===== config.mk =====
export PLATFORM = sky130hd
export DESIGN_NAME = wlqe_iter
export DESIGN_NICKNAME = d
export VERILOG_FILES = /design/src/design/wlqe_pkg.sv /design/src/design/wlqe_iter.sv
export SDC_FILE = /design/constraint.sdc
export NUM_CORES = 1
export LEC_CHECK = 0
export BUFFER_PORTS_ARGS = -buffer_cell sky130_fd_sc_hd__buf_2
export CORE_MARGIN = 3
export CORE_UTILIZATION = 45
export DETAILED_ROUTE_END_ITERATION = 12
export GPL_TIMING_DRIVEN = 0
export PLACE_DENSITY = 0.62
export SYNTH_ARGS = -nofsm -noshare
export SYNTH_HDL_FRONTEND = slang
export SYNTH_SLANG_ARGS = --single-unit
export TNS_END_PERCENT = 100

===== constraint.sdc =====
create_clock -name clk -period 9.9 [get_ports clk]
set_input_delay 0.99 -clock clk [delete_from_list [all_inputs] [get_ports clk]]
set_output_delay 0.99 -clock clk [all_outputs]
set_load 0.01 [all_outputs]

===== src/design/wlqe_pkg.sv =====
`timescale 1ns / 1ps
package wlqe_pkg;

  localparam int FRAC_BITS  = 16;
  localparam int INDEX_BITS = 16;
  // quotient of a unit direction component, magnitude at most 1.0
  localparam int QBITS      = FRAC_BITS + 1;

  typedef enum logic {
    OP_SQRT = 1'b0,
    OP_DIV  = 1'b1
  } iter_op_t;

  typedef struct packed {
    logic     start;
    iter_op_t op;
  } iter_cmd_t;

  // triangle corners of the quad: 0,1,2 and 1,3,2
  function automatic logic [1:0] corner(input logic [2:0] k);
    logic [1:0] c;
    case (k)
      3'd0:    c = 2'd0;
      3'd1:    c = 2'd1;
      3'd2:    c = 2'd2;
      3'd3:    c = 2'd1;
      3'd4:    c = 2'd3;
      3'd5:    c = 2'd2;
      default: c = 2'd0;
    endcase
    return c;
  endfunction

endpackage


===== src/design/wlqe_iter.sv =====
`timescale 1ns / 1ps
module wlqe_iter import wlqe_pkg::*; (
  input  logic        clk,
  input  logic        rst,
  input  iter_cmd_t   cmd,
  input  logic [61:0] radicand,
  input  logic [29:0] dividend,
  input  logic [31:0] divisor,
  output logic        done,
  output logic [31:0] result
);

  logic             busy;
  iter_op_t         op;
  logic [63:0]      v;
  logic [63:0]      r;
  logic [63:0]      bitr;
  logic [31:0]      rem;
  logic [QBITS-1:0] nb;
  logic [QBITS-1:0] q;
  logic [5:0]       cnt;

  logic [31:0] t;
  logic [63:0] opa;
  logic [63:0] opb;
  logic [64:0] diff;
  logic        ge;

  // one shared compare and subtract serves both the root and the divide
  always_comb begin
    t    = {rem[30:0], nb[QBITS-1]};
    opa  = (op == OP_SQRT) ? v : {32'd0, t};
    opb  = (op == OP_SQRT) ? (r + bitr) : {32'd0, divisor};
    diff = {1'b0, opa} - {1'b0, opb};
    ge   = !diff[64];
  end

  always_ff @(posedge clk) begin
    if (rst) begin
      busy <= 1'b0;
      done <= 1'b0;
    end else begin
      done <= 1'b0;
      if (cmd.start) begin
        busy <= 1'b1;
        op   <= cmd.op;
        v    <= 64'(radicand);
        r    <= '0;
        bitr <= 64'd1 << 62;
        rem  <= 32'(dividend >> 1);
        nb   <= {dividend[0], {FRAC_BITS{1'b0}}};
        q    <= '0;
        cnt  <= '0;
      end else if (busy) begin
        if (op == OP_SQRT) begin
          if (ge) begin
            v <= diff[63:0];
            r <= (r >> 1) + bitr;
          end else begin
            r <= r >> 1;
          end
          bitr <= bitr >> 2;
          if (bitr[0]) begin
            busy <= 1'b0;
            done <= 1'b1;
          end
        end else begin
          if (ge) begin
            rem <= diff[31:0];
          end else begin
            rem <= t;
          end
          q   <= {q[QBITS-2:0], ge};
          nb  <= nb << 1;
          cnt <= cnt + 6'd1;
          if (cnt == 6'(QBITS - 1)) begin
            busy <= 1'b0;
            done <= 1'b1;
          end
        end
      end
    end
  end

  assign result = (op == OP_SQRT) ? r[31:0] : 32'(q);

endmodule


==> impl_metrics.toml, run 1 <==
[placed_design]
finalWeightedCongestion = 0.973
place.port_buffers = 160
dp_hpwl_mm = 54.2
dp_slack_ns = 2.10

[global_route]
grt_antenna_before_repair = 1
largest_net_degree_at_the_start_of_global_routing = 33
first_global_vias = 17100
grt_pass1_wl_mm = 103
gr-usage-all-layers_pct = 29.9
gr-total-overflow = 0

[timing]
slew_headroom_pct = 21.2
timing.final.max_slew_violations = 0
layout_min_cycle_time_ns = 7.98
worst_slack_ns = 1.92
share_of_the_cycle_needed_by_the_critical_path_after_routing_pct = 80.6
finalHoldWorstSlack_ns = 0.533
setup-violations-final = 0
final.setup.tns_ns = 0
fmax_ghz = 0.125
grt_setup_unrepaired = "no"
worst_margin_pin_slew_ns = 1.18
worst_clock_skew_ns = 0.0267
hold_violations = 0

[synthesis]
synth_cell_type_count = 82
syn_area_um2 = 19200
number_of_enable_type_register_cells_in_the_synthesized_netlist = 216
postSynthRegisterBits = 218
seq_area_frac_synth_pct = 34.1
netlist_instances = 2185
syn_area_per_cell_um2 = 8.77
ys.flop_type = "sky130_fd_sc_hd__edfxtp_1"
synth_nets = 2446
ys_async_sr_fraction_pct = 0
yosysWarnings = 0

[clock_network]
worst_skew_pair.late_latency_ns = 0.59
post_cts_hold_buffer_count = 0
cts-resized-gates = 0
numCtsBuffers = 27
cts-htree-levels = 1
post_cts_buffers = 0
clk_path_buf_depth = 3
root_buffer = "sky130_fd_sc_hd__clkbuf_16"
cts_tree = "yes"
clk_pin_slew_ns = 0.06
num_clock_sinks = 218

[drt]
avgRoutedWirePerCell_um = 23.6
routed_wirelength_mm = 69.2
drt_iter0_drc = 1743
vias_per_cell = 6.15
drc_errors = 0
via_count = 18100
drt-pass1-iter-count = 5
postRouteAntennaNets = 0

[cells_and_area]
post_route_cells_drive_above_1_share_pct = 13.0
ff_latch_area_um2 = 6530
multi_input_comb_area_um2 = 12000
final_nets = 2646
nFillCells = 4003
areaGrowthSynthToFinish_pct = 13.2
layout.cells.most_common_list = "sky130_fd_sc_hd__nand2_1 (245), sky130_fd_sc_hd__edfxtp_1 (216), sky130_fd_sc_hd__buf_2 (175)"
mostFrequentLayoutCell = "sky130_fd_sc_hd__nand2_1"

[worst_setup_path]
crit_type = "flop to flop"
startpoint_type = "flop"
worst-endpoint-arrival_ns = 8.25
crit_path_max_fanout = 12
endpoint_kind = "flop"
worstPathRequired_ns = 10.17

[floorplanning]
die_h_um = 212
initial_core_utilization_pct = 46.2
std_cell_rows = 74
floorplan.io_pins = 161
die_width_um = 212
core_area_um2 = 41500
die_area_um2 = 45100

[power_and_ir_drop]
power_leakage_uw = 0.00852
fin_total_pwr_uw = 3710
power.ir.vdd_worst_mv = 0.124
power.density_nw_per_um2 = 171

[min_path]
hold_path.class = "flop to flop"

[run_status]
outcome = "finished clean"

[run]
cap_violations = 0
-- report_power, final --
group	internal, µW	switching, µW	total [µW]
logic	561	937	1500
clock network	579	429	1010
registers	1140	63.0	1200
-- layer usage --
layer	vias up	wire length [µm]	GRT usage [%]
met3	105	4680	3.57
met4	0	2070	8.60
met1	8755	31900	43.4
met2	674	30500	47.1
li1	8517	-	-
met5	-	0	0
-- kinds of logic (layout without fill, tap and decap cells) --
logic type                 count (synthesis)  count (layout)  synth area share [%]
and+or+nand+nor                          806             806                  20.6
AOI/OAI and AO/OA                        631             631                  21.5
DFF                                      218             218                  34.1
xor gates and xnor gates                 161             161                  7.36
buffers and inverters                    160             378                  3.36
adders and majority gates                133             133                  8.73
muxes                                     76              76                  4.34
other                                      0               1                     0
-- Yosys cell counts, drive strengths merged, types with 22 or more instances --
master / n / area share, %
edfxtp: 216 / 34
a211oi: 33 / 1.3
nand3: 35 / 0.94
a21o: 76 / 3.0
a21oi: 144 / 3.8
inv: 32 / 0.63
buf: 30 / 0.78
and3: 38 / 1.2
nand4: 49 / 1.6
nor3: 56 / 1.5
a221o: 22 / 1.1
and2: 24 / 0.78
ha: 132 / 8.6
xnor2: 100 / 4.6
a31oi: 68 / 2.2
nand2: 245 / 4.8
xor2: 61 / 2.8
o21ai: 140 / 3.7
mux2: 57 / 3.4
nor2b: 123 / 4.0
o21bai: 34 / 1.3
nor2: 175 / 3.4
clkbuf: 98 / 1.9
-- metrics by stage --
stage                     instance area, µm²  instances  util [%]
after floorplan                        19200       2185         -
after global placement                 20600       2877      49.7
after detailed placement               20800       2888      50.2
after CTS                              21700       2935      52.3
after global routing                   21700       2936      52.3
final                                  21700       2936      52.3
-- worst paths after layout --
path	from	end	slack (ns)	cells after the start
max	r[2]$_SDFFCE_PP0P_	v[45]$_DFFE_PP_	1.92	24
min	busy$_SDFF_PP0_	done$_SDFF_PP0_	0.53	1
max reg2reg	r[2]$_SDFFCE_PP0P_	v[45]$_DFFE_PP_	1.92	24
min reg2reg	busy$_SDFF_PP0_	done$_SDFF_PP0_	0.53	1
-- critical path, stage by stage, from the launching register on --
cell and delay (ns):
sky130_fd_sc_hd__edfxtp_1 0.50, sky130_fd_sc_hd__ha_1 0.38, sky130_fd_sc_hd__a31oi_1 0.23, sky130_fd_sc_hd__o21bai_1 0.16, sky130_fd_sc_hd__a31o_2 0.31, sky130_fd_sc_hd__a21oi_1 0.47, sky130_fd_sc_hd__o31a_1 0.37, sky130_fd_sc_hd__o21bai_1 0.16
sky130_fd_sc_hd__a31oi_1 0.37, sky130_fd_sc_hd__o41ai_1 0.14, sky130_fd_sc_hd__xor2_1 0.16, sky130_fd_sc_hd__nand2_1 0.17, sky130_fd_sc_hd__ha_1 0.45, sky130_fd_sc_hd__and4_1 0.29, sky130_fd_sc_hd__nand4_1 0.17, sky130_fd_sc_hd__or3_1 0.42
sky130_fd_sc_hd__a31oi_1 0.44, sky130_fd_sc_hd__o21ai_1 0.17, sky130_fd_sc_hd__nand3_2 0.20, sky130_fd_sc_hd__a2111oi_4 0.20, sky130_fd_sc_hd__nor2_1 0.36, sky130_fd_sc_hd__nor2_1 0.25, sky130_fd_sc_hd__nor3_2 0.80, sky130_fd_sc_hd__buf_6 0.27
sky130_fd_sc_hd__buf_6 0.19
-- registers in the layout, indices dropped and copies added, names as in the netlist --
name / count
q: 17
rem: 31
op: 1
r: 64
cnt: 6
bitr: 32
busy: 1
done: 1
nb: 1
v: 64
-- area by class of cell --
cell class / count / area share (%)
antenna: 1 / 0.0115
buffer: 128 / 2.41
inverter: 32 / 0.554
sequential: 218 / 30.1
multi-input combinational: 1807 / 55.4
tap: 532 / 3.07
timing repair buffer: 171 / 4.50
clock inverter: 13 / 0.716
clock buffer: 34 / 3.24
No activity file was read; power rests on OpenSTA's default activity.
==> run 2: changes to the inputs <==
- clock period: 9.9 -> 7 ns (I/O delays scaled with it)
==> impl_metrics.toml, run 2 (synthesized netlist as in run 1, its figures left out) <==
[global_route]
largest_net_degree_at_the_start_of_global_routing = 33
grt_pass1_wl_mm = 104
gr-usage-all-layers_pct = 30.1
gr-total-overflow = 0
grt_antenna_before_repair = 1
first_global_vias = 17200

[floorplanning]
die_width_um = 212
floorplan.io_pins = 161
die_area_um2 = 45100
core_area_um2 = 41500
std_cell_rows = 74
initial_core_utilization_pct = 46.2
die_h_um = 212

[clock_network]
post_cts_hold_buffer_count = 0
cts-htree-levels = 1
worst_skew_pair.late_latency_ns = 0.60
clk_pin_slew_ns = 0.06
numCtsBuffers = 29
num_clock_sinks = 218
cts_tree = "yes"
clk_path_buf_depth = 3
root_buffer = "sky130_fd_sc_hd__clkbuf_16"

[placed_design]
place.detailed.instances = 2886
finalWeightedCongestion = 0.983
place.port_buffers = 160
dp_hpwl_mm = 54.1

[run_status]
outcome = "finished clean"

[cells_and_area]
instances_no_fill = 2952
mostFrequentLayoutCell = "sky130_fd_sc_hd__nand2_1"
areaGrowthSynthToFinish_pct = 15.7
largest_registers = "r: 64 flops, v: 64 flops, bitr: 32 flops"
post_route_cells_drive_above_1_share_pct = 14.9
layout.cells.most_common_list = "sky130_fd_sc_hd__nand2_1 (245), sky130_fd_sc_hd__edfxtp_1 (216), sky130_fd_sc_hd__buf_2 (172)"
final_nets = 2657

[worst_setup_path]
startpoint_type = "flop"
worstPathRequired_ns = 7.42
family_with_the_most_delay_on_the_worst_path = "compound AO/OA/AOI/OAI gates"
crit_path_max_fanout = 10
critical_path.max_stage_delay_ns = 0.40
critical_path.startpoint = "bitr[0]$_SDFFCE_PP0P_"
worst-endpoint-arrival_ns = 7.19
crit_buf_inv = 6
crit_type = "flop to flop"
cpMaxStageDelayCell = "sky130_fd_sc_hd__edfxtp_1"
timing.rr.start = "bitr[0]$_SDFFCE_PP0P_"
endpoint_kind = "flop"

[drt]
drt_iter0_drc = 2038
vias_per_cell = 6.16
avgRoutedWirePerCell_um = 23.6
via_count = 18200
drc_errors = 0
postRouteAntennaNets = 0
drt-pass1-iter-count = 6
routed_wirelength_mm = 69.6

[power_and_ir_drop]
power.density_nw_per_um2 = 248
fin_total_pwr_uw = 5510
power.ir.vdd_worst_mv = 0.177
power_leakage_uw = 0.00870

[timing]
grt_setup_unrepaired = "yes"
slew_headroom_pct = 17.3
worst_margin_pin_slew_ns = 1.24
fmax_ghz = 0.148
layout_min_cycle_time_ns = 6.77
setup-violations-final = 0
share_of_the_cycle_needed_by_the_critical_path_after_routing_pct = 96.7
worst_clock_skew_ns = 0.0189
hold_violations = 0
timing.final.max_slew_violations = 0

[run]
cap_violations = 0

[min_path]
hold_path.startpoint = "radicand[3]"
hold_path.class = "primary input to flop"
run 2: final cells by class:
class | count | area [µm²]
inverter | 32 | 120
antenna | 1 | 2.50
tap | 532 | 666
multi-input combinational | 1807 | 12200
clock buffer | 35 | 758
fill | 3888 | 19300
sequential | 218 | 6530
buffer | 127 | 539
clock inverter | 19 | 253
timing repair buffer | 181 | 1080
run 2: worst paths after layout:
path | endpoint | slack, ns | cells after the start
max | r[52]$_SDFFCE_PP0P_ | 0.23 | 29
min | v[3]$_DFFE_PP_ | 0.38 | 2
max reg2reg | r[52]$_SDFFCE_PP0P_ | 0.23 | 29
min reg2reg | done$_SDFF_PP0_ | 0.54 | 1
run 2: power breakdown:
part / switching [µW] / internal [µW]
clock network: 638 / 988
logic: 1360 / 821
registers: 88.0 / 1610
total: 2090 / 3420
run 2: layer usage:
metal	vias to the layer above	track usage, %	share of wire [%]
met5	-	0	0
met1	8707	44.4	45
met4	0	10.2	3.5
met3	119	3.07	7.9
li1	8539	-	-
met2	817	46.3	43
run 2: per-stage QoR:
step / worst slack, ns / hold WS [ns] / area [µm²] / utilization [%] / setup TNS [ns]
5_1_grt: -0.0389 / 0.362 / 22200 / 53.4 / -0.170
3_5_place_dp: -0.822 / 0.519 / 20800 / 50.2 / -79.48
6_report: 0.230 / 0.381 / 22200 / 53.4 / 0
2_1_floorplan: 0.432 / 0.486 / 19200 / - / 0
4_1_cts: 0.00282 / 0.338 / 22000 / 53.0 / 0
3_3_place_gp: -2.60 / 0.506 / 20600 / 49.7 / -444.47
run 2: repair_timing:
action                     CTS  global route
buffers inserted             4             8
gates resized for setup     17            31
pin swaps                    2             3
setup endpoints to repair  159           157
